<file path="src/sv/stpr_ram.sv">
// Generic single-port synchronous RAM with registered read data.
module stpr_ram #(
    parameter int WIDTH = 16,
    parameter int DEPTH = 256
) (
    input  logic                     i_clk,
    input  logic                     i_we,
    input  logic [$clog2(DEPTH)-1:0] i_addr,
    input  logic [WIDTH-1:0]         i_wdata,
    output logic [WIDTH-1:0]         o_rdata
);

    logic [WIDTH-1:0] r_mem [DEPTH];

    always_ff @(posedge i_clk) begin
        if (i_we) begin
            r_mem[i_addr] <= i_wdata;
        end
        o_rdata <= r_mem[i_addr];
    end

endmodule

</file>
<file path="config.mk">
export PLATFORM = sky130hd
export DESIGN_NAME = stpr_ram
export DESIGN_NICKNAME = d
export VERILOG_FILES = /design/src/sv/stpr_ram.sv
export SDC_FILE = /design/constraint.sdc
export NUM_CORES = 2
export LEC_CHECK = 0
export BUFFER_PORTS_ARGS = -buffer_cell sky130_fd_sc_hd__buf_2
export CAP_MARGIN = 20
export CORE_UTILIZATION = 58
export CTS_CLUSTER_DIAMETER = 120
export DETAILED_ROUTE_END_ITERATION = 6
export GPL_TIMING_DRIVEN = 1
export PLACE_DENSITY = 0.71
export SYNTH_ARGS = -nofsm -noshare
export SYNTH_HDL_FRONTEND = slang
export SYNTH_SLANG_ARGS = --single-unit
</file>
<file path="constraint.sdc">
create_clock -name i_clk -period 7 [get_ports i_clk]
set_input_delay 0.35 -clock i_clk [delete_from_list [all_inputs] [get_ports i_clk]]
set_output_delay 0.35 -clock i_clk [all_outputs]
set_load 0.02 [all_outputs]
</file>
**Word-level counts from Yosys, hierarchy flattened**

Memories as Yosys holds them, arrays and structs flattened. A register that Yosys moved wholly into a read port is not among the register bits.
Cells that the tools add are included.

- Muxes and demuxes: 2

Operator list:

| kind | number |
|---|---|
| 1-bit two-way mux | 2 |

- Register bits after elaboration: 0
- Memory bits (writable): 4096
- Memories kept: 1

Memory list:

| memory | depth | bits a word | read ports | clocked after memory_dff | wr ports | RTL line | source |
|---|---|---|---|---|---|---|---|
| r_mem | 256 | 16 | 1 | 1 | 1 | 13 | `logic [WIDTH-1:0] r_mem [DEPTH];` |

**Longest topological paths before layout**

- Depth in word-level cells: 2
- Depth in mapped cells: 10

**Least setup slack after synthesis**

OpenSTA, ideal clock, no wires.

- Kind: input to register
- From: in i_addr[0]
- To: mem r_mem[145][0] (enable)
- Library setup time: 409 ps
- Data arrival time: 2639 ps
- Required time: 6591 ps
- Setup slack: 3952 ps
- Stages on the path: 7
- Path through: clkbuf_1 > buf_6 > clkbuf_1 > buf_2 > nand2b_1 > clkbuf_1 > nor3_1

RTL lines:

| element | RTL line | source |
|---|---|---|
| from (decl) | 8 | `input logic [$clog2(DEPTH)-1:0] i_addr,` |
| to (decl) | 13 |  |

Straight into the memory's write port.

==> impl_metrics.yaml <==
setup_path:
  cp_top_family: "buffers and inverters"
  arrival_ns: 4.31
  crit_path_end_kind: "flop"
  critPathBufInv: 3
  reg2regPathDepth: 6
  cp.depth: 8
  worstPathRequired_ns: 7.80
  crit_top_cell: "buf_4"
  path_cells: "buf_12 > buf_4 > buf_4 > mux4_2 > a22oi_1 > a21oi_1 > o41ai_1 > nand4_1"
  critical_path.max_stage_delay_ns: 0.91
  crit_slowest_cell: "o41ai_1"
  crit_fanout: 72
  start_kind: "primary input"
  path_class: "in -> reg"
global_routing:
  grt.overflow.total: 0
  grtUsageTotal_pct: 29.6
  antenna_found_initial: 29
  grt_max_degree: 177
  grt_pass1_vias: 75326
  grt_pass1_wl_mm: 565
cts:
  cts_num_sinks: 4112
  numCtsBuffers: 401
  cts.reportedPaths.clkPinSlew_ns: 0.06
  cts_setup_buffers: 0
  root_buffer: "clkbuf_16"
  ctsHoldBuffers: 15
  clockBufferDepth: 4
  worstSkewPairLatency_ns: 0.98
  htree_num_levels: 5
  cts_resized: 0
  cts_tree: "built"
sta:
  setup_viol: 0
  timing.fmax_mhz: 285
  relSlewSlack_pct: 16.1
  period_minus_slack_ns: 3.51
  finClkSkew_ns: 0.0645
  post-route-period-util_pct: 50.2
  worst_hold_slack_ns: 0.157
  slew_viol_final: 0
  fin_tns_setup_ns: 0
  hold_viol_final: 0
  worst_slew_pin_slew_ns: 1.26
  rsz0062_at_grt: "no"
die:
  core_area_um2: 266000
  initial_utilization_pct: 58.5
  rows: 189
  die_x_um: 520
  die_h_um: 520
  boundaryPins: 42
  dieArea_um2: 270000
finish:
  final_layout_size_suffix_gt1_share_pct: 28.3
  fillers: 16478
  layout.nets: 7194
  area_growth_pct: 12.8
  multi_input_comb_area_um2: 30800
  seq_area_um2: 123000
  instances_no_fill: 11035
min_path:
  hp-class: "in -> reg"
  hold_depth: 1
power:
  p_sw_share_pct: 21.5
  pwr-share-seq_pct: 53.7
  vdd_drop_max_uv: 283
  combPwrFrac_pct: 4.5
  p_sw_mw: 10.9
  power.density_nw_per_um2: 289
  internal_power_mw: 39.8
  power_mw: 50.6
  leakagePower_nw: 54.1
  p_clk_share_pct: 41.7
route:
  wl_per_cell_um: 36.2
  dr.pass1.iters: 6
  ant_nets: 0
  drc_errors: 0
  routed_wl_mm: 399
  drt-initial-drc-count: 11363
  vias: 76574
  viasPerCell: 6.94
logic_synthesis:
  ys_warn_count: 0
  synthDistinctLibCells: 22
  syn-num-nets: 6753
  synthSimpleGateAreaFrac_pct: 0.907
  synth_area_um2: 155000
  netlist_instances: 6727
  postSynthAreaPerCell_um2: 23.1
  synthMuxAreaShare_pct: 14.8
  seq_area_frac_synth_pct: 79.4
  synth_xor_area_share_pct: 0
  synth-compound-area-share_pct: 3.66
  synthAdderAreaFrac_pct: 0
  ys_seq_elements: 4112
  synth_top_family_by_area: "multiplexers"
placed_design:
  portBuffers: 41
  dp_cells: 10278
  place.gp.congestion: 0.861
  place_hpwl_mm: 226
status:
  status: "finished, final reports clean"
flow_run:
  drv_cap: 0
==> power by group through the flow <==
stage / Combinational (mW) / Clock, mW / Sequential, mW
CTS: 2.30 / 21.3 / 27.2
detailed placement: 2.28 / 0 / 27.7
global placement: 2.23 / 0 / 27.7
floorplan: 1.17 / 0 / 27.7
finish: 2.30 / 21.1 / 27.2
global route: 2.39 / 22.2 / 27.2
==> placed cells by master, fill, tap and decap left out, drive strengths merged <==
cell type	synthesis	layout
a21oi	256	256
a22oi	512	512
and2	3	3
buf	171	442
bufinv	0	31
clkbuf	249	498
clkinv	0	179
clkinvlp	0	7
dfxtp	16	16
diode	0	14
dlygate4sd3	0	15
edfxtp	4096	4096
inv	1	10
mux4	1024	1024
nand2	28	28
nand2b	6	6
nand3	13	13
nand4	16	16
nor2	232	232
nor2b	7	7
nor3	30	30
o41ai	64	64
or2	2	2
or3	1	1
==> worst paths after layout <==
| kind | start | end | slack [ns] |
|---|---|---|---|
| worst max register to register | r_mem[207][7] | o_rdata[7] | 4.05 |
| worst max-delay path | i_addr[0] | o_rdata[2] | 3.49 |
| worst min-delay path | i_wdata[6] | r_mem[107][6] | 0.16 |
| worst min register to register | r_mem[224][11] | o_rdata[11] | 1.01 |
==> flip-flops by register name (all words and copies together) (netlist names) <==
| name | count |
|---|---|
| r_mem | 4096 |
| o_rdata | 16 |
==> kinds of logic after synthesis <==
group           after synthesis
buf+inv                     421
compound gates              832
simple gates                338
mux                        1024
flops                      4112
==> Yosys cell counts <==
master	n	area, um2
nor2_1	232	871
nand2b_1	6	37.5
nor2b_1	7	43.8
buf_2	76	380
dfxtp_1	16	320
or2_2	2	12.5
nand3_1	13	65.1
nand4_1	16	100
or3_1	1	6.26
a22oi_1	512	3840
clkbuf_1	249	935
a21oi_1	256	1280
buf_4	16	120
buf_1	54	203
inv_1	1	3.75
o41ai_1	64	561
buf_6	25	282
mux4_2	1024	23100
and2_1	3	18.8
edfxtp_1	4096	123000
nor3_1	30	150
nand2_1	28	105
==> metal layers <==
layer | share of wire, % | GRT usage, % | vias up
li1 | - | - | 29891
met4 | 4.0 | 11.4 | 22
met1 | 37 | 42.6 | 40983
met2 | 48 | 45.7 | 4960
met5 | 0.035 | 0 | -
met3 | 11 | 5.88 | 718
==> cell type report <==
type | count | area share (%)
clock buffers | 497 | 5.98
diodes | 14 | 0.0200
inverters | 1 | 0.00214
well taps | 3533 | 2.52
repair buffers | 458 | 2.24
multi-input cells | 2194 | 17.6
clock inverters | 226 | 1.35
flip-flops and latches | 4112 | 70.3
==> stage by stage <==
| stage | worst slack (ns) | util [%] | instance area, um2 |
|---|---|---|---|
| after detailed placement | 2.45 | 61.0 | 162000 |
| after global placement | 1.75 | 61.0 | 162000 |
| after CTS | 3.48 | 65.9 | 175000 |
| final | 3.49 | 66.0 | 175000 |
| after global routing | 3.26 | 66.0 | 175000 |
| after floorplan | 3.95 | - | 155000 |
No activity file was read; power rests on OpenSTA's default activity.
