==> config.mk <==
export PLATFORM = sky130hd
export DESIGN_NAME = stpr_out_fifo
export DESIGN_NICKNAME = d
export VERILOG_FILES = /design/src/sv/stpr_pkg.sv /design/src/sv/stpr_out_fifo.sv
export SDC_FILE = /design/constraint.sdc
export NUM_CORES = 1
export LEC_CHECK = 0
export ABC_CLOCK_PERIOD_IN_PS = 3800
export BUFFER_PORTS_ARGS = -buffer_cell sky130_fd_sc_hd__buf_2
export CORE_MARGIN = 2
export CORE_UTILIZATION = 50
export CTS_CLUSTER_DIAMETER = 100
export DETAILED_ROUTE_END_ITERATION = 8
export GPL_TIMING_DRIVEN = 0
export PLACE_DENSITY = 0.78
export SYNTH_ARGS = -nofsm -noshare
export SYNTH_HDL_FRONTEND = slang
export SYNTH_SLANG_ARGS = --single-unit
==> constraint.sdc <==
create_clock -name i_clk -period 3.8 [get_ports i_clk]
set_input_delay 0.38 -clock i_clk [delete_from_list [all_inputs] [get_ports i_clk]]
set_output_delay 0.38 -clock i_clk [all_outputs]
set_load 0.02 [all_outputs]
==> src/sv/stpr_pkg.sv <==
// Package with the types, constants and helper functions of the playfield renderer.
package stpr_pkg;

    localparam int TILE_COUNT  = 512;
    localparam int MAP_SIDE    = 64;
    localparam int MAP_WORDS   = MAP_SIDE * MAP_SIDE;
    localparam int MAP_AW      = $clog2(MAP_WORDS);
    localparam int CODE_W      = $clog2(TILE_COUNT);
    localparam int CODE_SUM_W  = CODE_W + 1;
    localparam int PEN_ROWS    = TILE_COUNT * 8;
    localparam int PEN_AW      = $clog2(PEN_ROWS);
    localparam int PAL_DEPTH   = 512;
    localparam int PAL_AW      = $clog2(PAL_DEPTH);
    localparam int LOOKUP_SIZE = 256;
    localparam int OUT_DEPTH   = 8;
    localparam int OUT_AW      = $clog2(OUT_DEPTH);
    localparam int OUT_CW      = OUT_AW + 1;

    localparam logic [1:0] CMD_WR_MAP = 2'd0;
    localparam logic [1:0] CMD_WR_PAL = 2'd1;
    localparam logic [1:0] CMD_LOAD   = 2'd2;
    localparam logic [1:0] CMD_RENDER = 2'd3;

    localparam logic [1:0] CFG_SCROLL_X = 2'd0;
    localparam logic [1:0] CFG_SCROLL_Y = 2'd1;
    localparam logic [1:0] CFG_BANK     = 2'd2;

    localparam logic [PAL_AW-1:0] PAL_ORIGIN = PAL_AW'(32);

    typedef logic [CODE_W-1:0] t_code;
    typedef t_code t_code_tab [LOOKUP_SIZE];

    typedef struct packed {
        logic [23:0] rgb;
        logic [1:0]  pen;
    } t_result;

    typedef struct packed {
        logic [1:0]  cmd;
        logic [11:0] idx;
        logic [2:0]  row;
        logic [15:0] data;
        logic [15:0] pens;
        logic        tile_ok;
        logic [2:0]  lo_x;
        logic [2:0]  lo_y;
    } t_stage1;

    typedef struct packed {
        logic [1:0]        cmd;
        logic [PAL_AW-1:0] pal_idx;
        logic [15:0]       data;
        logic [2:0]        lo_x;
        logic [PAL_AW-1:0] base;
    } t_stage2;

    // Tile lookup table with fixed contents: each entry holds its own index.
    function automatic logic [15:0] f_lookup(input logic [7:0] idx);
        return {8'h00, idx};
    endfunction

    // (high byte * 256) mod TILE_COUNT for every high byte of a tile code.
    function automatic t_code_tab f_code_tab();
        t_code_tab tab;
        for (int i = 0; i < LOOKUP_SIZE; i++) begin
            tab[i] = CODE_W'((i * 256) % TILE_COUNT);
        end
        return tab;
    endfunction

    localparam t_code_tab CODE_TAB = f_code_tab();

    function automatic logic [7:0] f_boost(input logic [3:0] nib, input logic bright);
        logic [8:0] c;
        c = {1'b0, nib, nib};
        if (bright) begin
            c = c + 9'h022;
            if (c > 9'h0ff) begin
                c = 9'h0ff;
            end
        end
        return c[7:0];
    endfunction

endpackage

==> src/sv/stpr_out_fifo.sv <==
// Result FIFO that decouples the render pipeline from the output stall.
module stpr_out_fifo (
    input  logic                          i_clk,
    input  logic                          i_rst_n,
    input  logic                          i_push,
    input  stpr_pkg::t_result             i_push_data,
    input  logic                          i_pop,
    output logic                          o_valid,
    output stpr_pkg::t_result             o_data,
    output logic [stpr_pkg::OUT_CW-1:0]   o_count
);

    stpr_pkg::t_result               r_buf [stpr_pkg::OUT_DEPTH];
    logic [stpr_pkg::OUT_AW-1:0]     r_wr_ptr;
    logic [stpr_pkg::OUT_AW-1:0]     r_rd_ptr;
    logic [stpr_pkg::OUT_CW-1:0]     r_count;
    logic [stpr_pkg::OUT_CW-1:0]     n_count;

    always_comb begin
        n_count = r_count;
        if (i_push && !i_pop) begin
            n_count = r_count + stpr_pkg::OUT_CW'(1);
        end else if (!i_push && i_pop) begin
            n_count = r_count - stpr_pkg::OUT_CW'(1);
        end
    end

    always_ff @(posedge i_clk) begin
        if (!i_rst_n) begin
            r_wr_ptr <= '0;
            r_rd_ptr <= '0;
            r_count  <= '0;
        end else begin
            if (i_push) begin
                r_wr_ptr <= r_wr_ptr + stpr_pkg::OUT_AW'(1);
            end
            if (i_pop) begin
                r_rd_ptr <= r_rd_ptr + stpr_pkg::OUT_AW'(1);
            end
            r_count <= n_count;
        end
    end

    always_ff @(posedge i_clk) begin
        if (i_push) begin
            r_buf[r_wr_ptr] <= i_push_data;
        end
    end

    assign o_valid = (r_count != '0);
    assign o_data  = r_buf[r_rd_ptr];
    assign o_count = r_count;

endmodule

# Word-level counts from Yosys, hierarchy flattened
# Memory sizes are Yosys's and may differ from the RTL's. A register that Yosys moved wholly into a read port is not among the register bits.
# Index checks and enable logic that the tools add are counted.
[totals]
register_bits = 10
ram_bits = 208
input_bits = 30
output_inout_bits = 31
word_cells = 20
memories = 1
[classes]
add_sub_neg = 4
n_mux = 6
reduce_logical = 6
[memory_table]
columns = ["memory", "words", "word_bits", "read_ports", "rd_ports_with_merged_regs", "wr", "line", "rtl"]
rows = [
  ["r_buf", 8, 26, 1, 1, 1, "stpr_out_fifo.sv:13", "stpr_pkg::t_result r_buf [stpr_pkg::OUT_DEPTH];"],
]
[ops]
columns = ["cell", "count"]
rows = [
  ["2-to-1 mux 4 bit", 2],
  ["adder 3 x 1 -> 3 bit (second input constant)", 2],
  ["2-to-1 mux 3 bit", 2],
  ["adder 4 x 1 -> 4 bit (second input constant)", 1],
  ["nonzero test 4 bit", 1],
  ["subtractor 4 x 1 -> 4 bit (second input constant)", 1],
  ["logical AND 1 bit", 2],
  ["zero test 1 bit", 2],
  ["2-to-1 mux 1 bit", 2],
  ["nonzero test 2 bit", 1],
]

# Logic depth before layout (Yosys ltp)
# Gate-level depths: netlist of run 1.
[logic_depth]
ltp_word = 4
depth_mapped = 8
ltp_nobuf = 8

# Worst setup path after synthesis of run 1
# OpenSTA, ideal clock, no wires.
[synth_path]
path_kind = "register to register"
startpoint = "reg r_wr_ptr[2] in the netlist's numbering"
endpoint = "mem r_buf[0][0] in the netlist's numbering, enable pin"
setup_time_ns = 0.442
t_arrival_ns = 2.300
t_required_ns = 3.358
slack_ns = 1.059
stages_incl_launch_ff = 3
n_path_buf = 0
synth_period_minus_slack_ns = 2.741
path_cell_list = "dfxtp_1 -> nand2b_1 -> nor3_1"
[synth_rtl]
columns = ["item", "line", "rtl"]
rows = [
  ["from (decl)", "stpr_out_fifo.sv:14", "logic [stpr_pkg::OUT_AW-1:0] r_wr_ptr;"],
  ["from (signal assigned)", "stpr_out_fifo.sv:35", "r_wr_ptr <= r_wr_ptr + stpr_pkg::OUT_AW'(1);"],
  ["to (decl)", "stpr_out_fifo.sv:13", ""],
]
# No word-level cell before the write port.

==> metrics.csv, run 1 <==
metric,value,unit
status,"finished, final reports clean",
final_common_cell,edfxtp_1,
antenna_left,0,
dp_slack,1.373,ns
gr-total-overflow,0,
crit_top_cell,clkbuf_1,
cts_resized,0,
yosysUniqueCellTypes,25,
wl,15070,um
crit_path_max_incr_delay,0.61,ns
stdcell_area,9982,um2
synth_area_per_cell,23.35,um2
setup_tns,0,ns
synthesis.nets,405,
worst_pin_slew,1.060,ns
netlist_instances,369,
syn_area,8617,um2
path_clk_slew,0.06,ns
grt_usage,0.1678,
arrival,2.61,ns
io-pin-count,61,
drive_above_1_share,0.3002,
yosys_warnings,0,
cts_tree,built,
diodes,0,
grt_pass1_wl,22890,um
fin_crit,2.993,ns
ctsLongestPathBuffers,3,
worstSetupPathType,reg2out,
hp-class,in2reg,
path_cells,clkbuf_1 > clkbuf_1 > mux4_1 > mux2_2 > buf_2,
hpwl,9114,um
area_growth,15.84,%
placed_area,9295,um2
p_leak,3.358,nW
hold_ws,0.1493,ns
drtPass1Iterations,4,
antenna_found_initial,0,
post-cts-setup-buffers,0,
drtIter0Drc,363,
critPathBufInv,3,
cts_sinks,221,
path_max_fanout,10,
cts_max_level,1,
clkLatencyLatePin,0.49,ns
place.gp.congestion,0.6998,
relSlewSlack,0.2896,
grt_pass1_vias,4093,
cp-end-kind,primary output,
cap_viol_max_count,0,
ys_seq_elements,221,
p_per_area,531.3,nW/um2
path_delay_family,buffers and inverters,
finalWorstSetupSlack,0.8075,ns
num_rows,48,
critPathRequiredTime,3.42,ns
final_max_slew_viol_count,0,
detail_route.wl_per_cell,21.60,um
yosysSeqAreaShare,0.7550,
start_util,0.5052,
cp-start-kind,register,
holdBufCountCts,0,
die_h,135.3,um
port_buffers,60,
timing.fmax,334.2,MHz
ir_drop,327.5,uV
rsz0062_at_grt,false,
worst_clock_skew,0.01042,ns
timing.final.crit_share,0.7875,
dieArea,18300,um2
cpMaxStageDelayCell,clkbuf_1,
coreArea,17060,um2
fin_nets,493,
drc,0,
cts_inserted_buffers,22,
fp.dieW,135.3,um
power,5.304,mW
finalHoldViolCount,0,
setup_viol,0,
grt_max_degree,27,
cts_root_buffer,clkbuf_16,
routed_via_density,5.617,
vias,3921,
mostFrequentLayoutCells,"edfxtp_1, buf_2, mux4_1",
worst paths after layout:
| kind | slack [ns] | depth (start not counted) | end | startpoint |
|---|---|---|---|---|
| hold / removal | 0.15 | 1 | r_buf[2][22] | i_push_data[22] |
| setup / recovery | 0.81 | 5 | o_data[23] | register |
| setup reg to reg | 1.74 | 3 | r_buf[4][7] | r_wr_ptr[2] |
| hold reg to reg | 0.49 | 2 | o_count[3] | o_count[3] |
power by group:
| group | switching, mW | internal, mW |
|---|---|---|
| clock network | 0.836 | 1.18 |
| registers | 0.0279 | 2.74 |
| logic | 0.290 | 0.235 |
| total | 1.15 | 4.15 |
state kept, by name (all words and copies together) (netlist names), named ones only:
signal / flops
o_count: 4
r_buf: 208
r_rd_ptr: 3
r_wr_ptr: 3
area by class of cell:
cell class | count | area, um2
buffer | 17 | 108.9
clock inverter | 10 | 45.04
fill | 1221 | 7074
tap | 225 | 281.5
sequential | 221 | 6506
inverter | 2 | 7.507
clock buffer | 30 | 641.9
multi-input combinational | 129 | 2049
timing repair buffer | 64 | 341.6
cell families (layout without fill, tap and decap cells):
logic type                 after synthesis  in the layout  synth area share
DFF                                    221            221            0.7550
muxes                                   82             82            0.1946
and+or+nand+nor                         31             31           0.01844
buffers and inverters                   19            123           0.01350
adders and majority gates                6              6          0.009583
xor gates and xnor gates                 6              6          0.006098
AOI/OAI and AO/OA                        4              4          0.002758
layer usage:
metal  vias to the layer above  wire, um  share of wire  track usage
met1                      2045      6407           0.43       0.2276
met5                         -         0              0            0
li1                       1754         -              -            -
met3                        20       770          0.051      0.03143
met4                         0       225          0.015      0.04225
met2                       102      7671           0.51       0.2851
stage by stage:
step	std cells	utilization
floorplan	369	-
global placement	654	0.5393
detailed placement	658	0.5450
CTS	698	0.5852
global route	698	0.5852
finish	698	0.5852
worst reg2reg max path, stage by stage (launching register included):
cell,delay (ns)
dfxtp_1,0.38
nand2_1,0.23
nor3_2,0.87
buf_6,0.28
synthesized netlist by cell type:
| cell | instances | area (um2) |
|---|---|---|
| edfxtp_1 | 208 | 6246 |
| mux4_1 | 46 | 1209 |
| mux2_2 | 26 | 292.8 |
| dfxtp_1 | 13 | 260.3 |
| clkbuf_1 | 11 | 41.29 |
| and2_1 | 7 | 43.79 |
| nor2_1 | 7 | 26.28 |
| buf_6 | 6 | 67.56 |
| mux4_2 | 6 | 135.1 |
| nand2_1 | 6 | 22.52 |
| ha_1 | 5 | 62.56 |
| mux2i_1 | 4 | 40.04 |
| nand2b_1 | 4 | 25.02 |
| xnor2_1 | 4 | 35.03 |
| nor2b_1 | 3 | 18.77 |
| inv_1 | 2 | 7.510 |
| nor3_1 | 2 | 10.01 |
| xor2_1 | 2 | 17.52 |
| a211oi_1 | 1 | 7.510 |
| a21oi_1 | 1 | 5.000 |
| a31oi_1 | 1 | 6.260 |
| fa_1 | 1 | 20.02 |
| nand3_1 | 1 | 5.000 |
| o21ai_0 | 1 | 5.000 |
| or4_1 | 1 | 7.510 |
No activity file was read; power rests on OpenSTA's default activity.
==> run 2: changes to the inputs <==
--- a/config.mk
+++ b/config.mk
@@ -5,7 +5,8 @@
 export SDC_FILE = /design/constraint.sdc
 export NUM_CORES = 1
 export LEC_CHECK = 0
-export ABC_CLOCK_PERIOD_IN_PS = 3800
+export ABC_AREA = 1
+export ABC_CLOCK_PERIOD_IN_PS = 3000
 export BUFFER_PORTS_ARGS = -buffer_cell sky130_fd_sc_hd__buf_2
 export CORE_MARGIN = 2
 export CORE_UTILIZATION = 50
==> constraint.sdc (replaced) <==
create_clock -name i_clk -period 3 [get_ports i_clk]
set_input_delay 0.3 -clock i_clk [delete_from_list [all_inputs] [get_ports i_clk]]
set_output_delay 0.3 -clock i_clk [all_outputs]
set_load 0.02 [all_outputs]
==> metrics.csv, run 2 <==
metric,value,unit,change
status,"finished, final reports clean",,unchanged
finalHoldViolCount,0,,unchanged
rsz0062_at_grt,false,,unchanged
drc,0,,unchanged
cp-start-kind,register,,unchanged
ir_drop,727.0,uV,was 327.5 uV
port_buffers,60,,unchanged
ctsLongestPathBuffers,3,,unchanged
fin_nets,899,,was 493
cts_inserted_buffers,23,,was 22
cts_max_level,1,,unchanged
fin_crit,2.483,ns,
netlist_instances,778,,was 369
setup_viol,0,,unchanged
yosysUniqueCellTypes,21,,was 25
cap_viol_max_count,0,,unchanged
drtPass1Iterations,5,,was 4
timing.final.crit_share,0.8276,,
path_max_fanout,10,,unchanged
timing.fmax,402.7,MHz,
path_delay_family,buffers and inverters,,unchanged
top_register,r_buf,,unchanged
synth-main-ff-cell,edfxtp_1,,unchanged
synth_area_per_cell,11.47,um2,was 23.35 um2
synth_area_leaders,"edfxtp_1, nor2_1, nand2_1",,"was edfxtp_1, mux4_1, mux2_2"
largest_reg_flops,208,,unchanged
cts_sinks,221,,unchanged
antenna_found_initial,0,,unchanged
post-cts-setup-buffers,0,,unchanged
critPathBufInv,4,,was 3
synth_top_family_by_area,simple AND/OR/NAND/NOR gates,,was multiplexers
path_clk_slew,0.06,ns,about the same
grt_usage,0.2116,,was 0.1678
synth_compound_area_frac,0.06509,,was 0.002759
synthTopCellsByCount,"nor2_1, edfxtp_1, nand2_1",,"was edfxtp_1, mux4_1, mux2_2"
synth-xor-area-share,0.001964,,was 0.006098
synth-async-reset-ratio,0,,unchanged
cts_tree,built,,unchanged
mostFrequentLayoutCells,"nor2_1, edfxtp_1, nand2_1",,"was edfxtp_1, buf_2, mux4_1"
yosysSeqAreaShare,0.7294,,was 0.7550
wl,19530,um,was 15070 um
yosys.area_share.simple,0.1606,,was 0.01844
placed_area,9562,um2,was 9295 um2
worst_pin_slew,0.9748,ns,was 1.060 ns
cts_resized,0,,unchanged
synth_most_common_cell,nor2_1,,was edfxtp_1
synth_edf_count,208,,unchanged
cp-end-kind,primary output,,unchanged
drive_above_1_share,0.1559,,was 0.3002
path_cells,buf_6 > inv_4 > clkbuf_1 > o21ai_0 > nand2_1 > nand2_1 > nand2_1 > buf_2,,was clkbuf_1 > clkbuf_1 > mux4_1 > mux2_2 > buf_2
start_util,0.5139,,was 0.5052
io-pin-count,61,,unchanged
vias,5894,,was 3921
dp.cells,1063,,was 658
fin_cells,1104,,was 698
fp.dieW,137.6,um,was 135.3 um
setup_tns,0,ns,unchanged
yosys.area.top_type,edfxtp_1,,unchanged
clkLatencyLatePin,0.50,ns,was 0.49 ns
num_rows,48,,unchanged
ys_seq_elements,221,,unchanged
area_growth,16.06,%,was 15.84%
muxShareOfSynthArea,0,,was 0.1946
worst_clock_skew,0.006638,ns,was 0.01042 ns
yosys_warnings,0,,unchanged
die_h,137.6,um,was 135.3 um
place.gp.congestion,0.7982,,was 0.6998
synthesis.nets,814,,was 405
detail_route.wl_per_cell,17.69,um,was 21.60 um
p_per_area,704.8,nW/um2,was 531.3 nW/um2
grt_pass1_wl,30190,um,was 22890 um
final_max_slew_viol_count,0,,unchanged
netlist.area_leader.share,0.7002,,was 0.7248
hp-class,in2reg,,unchanged
cts_root_buffer,clkbuf_16,,unchanged
drtIter0Drc,495,,was 363
gr-total-overflow,0,,unchanged
holdBufCountCts,0,,unchanged
routed_via_density,5.339,,was 5.617
relSlewSlack,0.3486,,was 0.2896
dieArea,18920,um2,was 18300 um2
syn_area,8920,um2,was 8617 um2
hpwl,11770,um,was 9114 um
crit_path_max_incr_delay,0.53,ns,was 0.61 ns
diodes,0,,unchanged
p_leak,3.919,nW,was 3.358 nW
critPathRequiredTime,2.70,ns,was 3.42 ns
coreArea,17360,um2,was 17060 um2
antenna_left,0,,unchanged
crit_top_cell,nand2_1,,was clkbuf_1
arrival,2.18,ns,was 2.61 ns
worstSetupPathType,reg2out,,unchanged
fin_util,0.5965,,was 0.5852
final_common_cell,nor2_1,,was edfxtp_1
grt_pass1_vias,5754,,was 4093
synthAdderAreaFrac,0.009258,,was 0.009583
stdcell_area,10350,um2,was 9982 um2
cpMaxStageDelayCell,clkbuf_1,,unchanged
grt_max_degree,27,,unchanged
-- run 2: cell count changes after synthesis, sizes merged, moves of 12 or more --
| cell | before | now |
|---|---|---|
| mux4 | 52 | 0 |
| buf | 6 | 35 |
| nor2 | 7 | 227 |
| o21ai | 1 | 110 |
| nand2 | 6 | 146 |
| inv | 2 | 14 |
| mux2 | 26 | 0 |
-- run 2: cell families after synthesis --
logic type | Yosys count
AOI/OAI and AO/OA | 116
xor gates and xnor gates | 2
adders and majority gates | 6
buffers and inverters | 54
DFF | 221
and+or+nand+nor | 379
-- run 2: routing by layer --
layer / up-vias / global-route usage / wire length (um)
li1: 2818 / - / -
met3: 40 / 0.02796 / 1379
met1: 2783 / 0.2796 / 8016
met2: 253 / 0.3582 / 9630
met5: - / 0 / 0
met4: 0 / 0.08247 / 501
-- run 2: worst register-to-register path, cell delays in order, from the launching register on --
cell and delay (ns):
dfxtp_1 0.33, or2_2 0.41, nor2_4 0.75
-- run 2: final timing paths --
check             startpoint  cells after the start      endpoint  slack, ns
max                 register                      8    o_data[23]       0.52
min          i_push_data[21]                      1  r_buf[5][21]       0.07
max reg2reg      r_wr_ptr[0]                      2   r_buf[2][4]       1.12
min reg2reg      r_wr_ptr[0]                      2   r_wr_ptr[0]       0.50
-- run 2: metrics by stage --
| step | hold WS [ns] | worst slack (ns) | power [mW] |
|---|---|---|---|
| 3_5_place_dp | 0.4889 | 0.9339 | 4.391 |
| 6_report | 0.06689 | 0.5171 | 7.297 |
| 4_1_cts | 0.06572 | 0.5396 | 7.314 |
| 2_1_floorplan | 0.3989 | 0.8151 | 4.094 |
| 5_1_grt | 0.07380 | 0.4241 | 7.530 |
| 3_3_place_gp | 0.4843 | -0.2266 | 4.357 |
-- run 2: area by class of cell --
class                   instances  area [um2]
plain buffers                  39       241.5
clock buffers                  24       579.3
clock inverters                17       211.5
fillers                      1295        7004
inverters                      15       58.81
multi-input cells             503        2173
flip-flops and latches        221        6506
well taps                     225       281.5
repair buffers                 60       300.3
-- run 2: where the power goes --
group / total (mW) / switching (mW) / internal [mW]
Sequential: 3.48 / 0.0276 / 3.45
Combinational: 0.849 / 0.583 / 0.265
Clock: 2.97 / 1.14 / 1.83
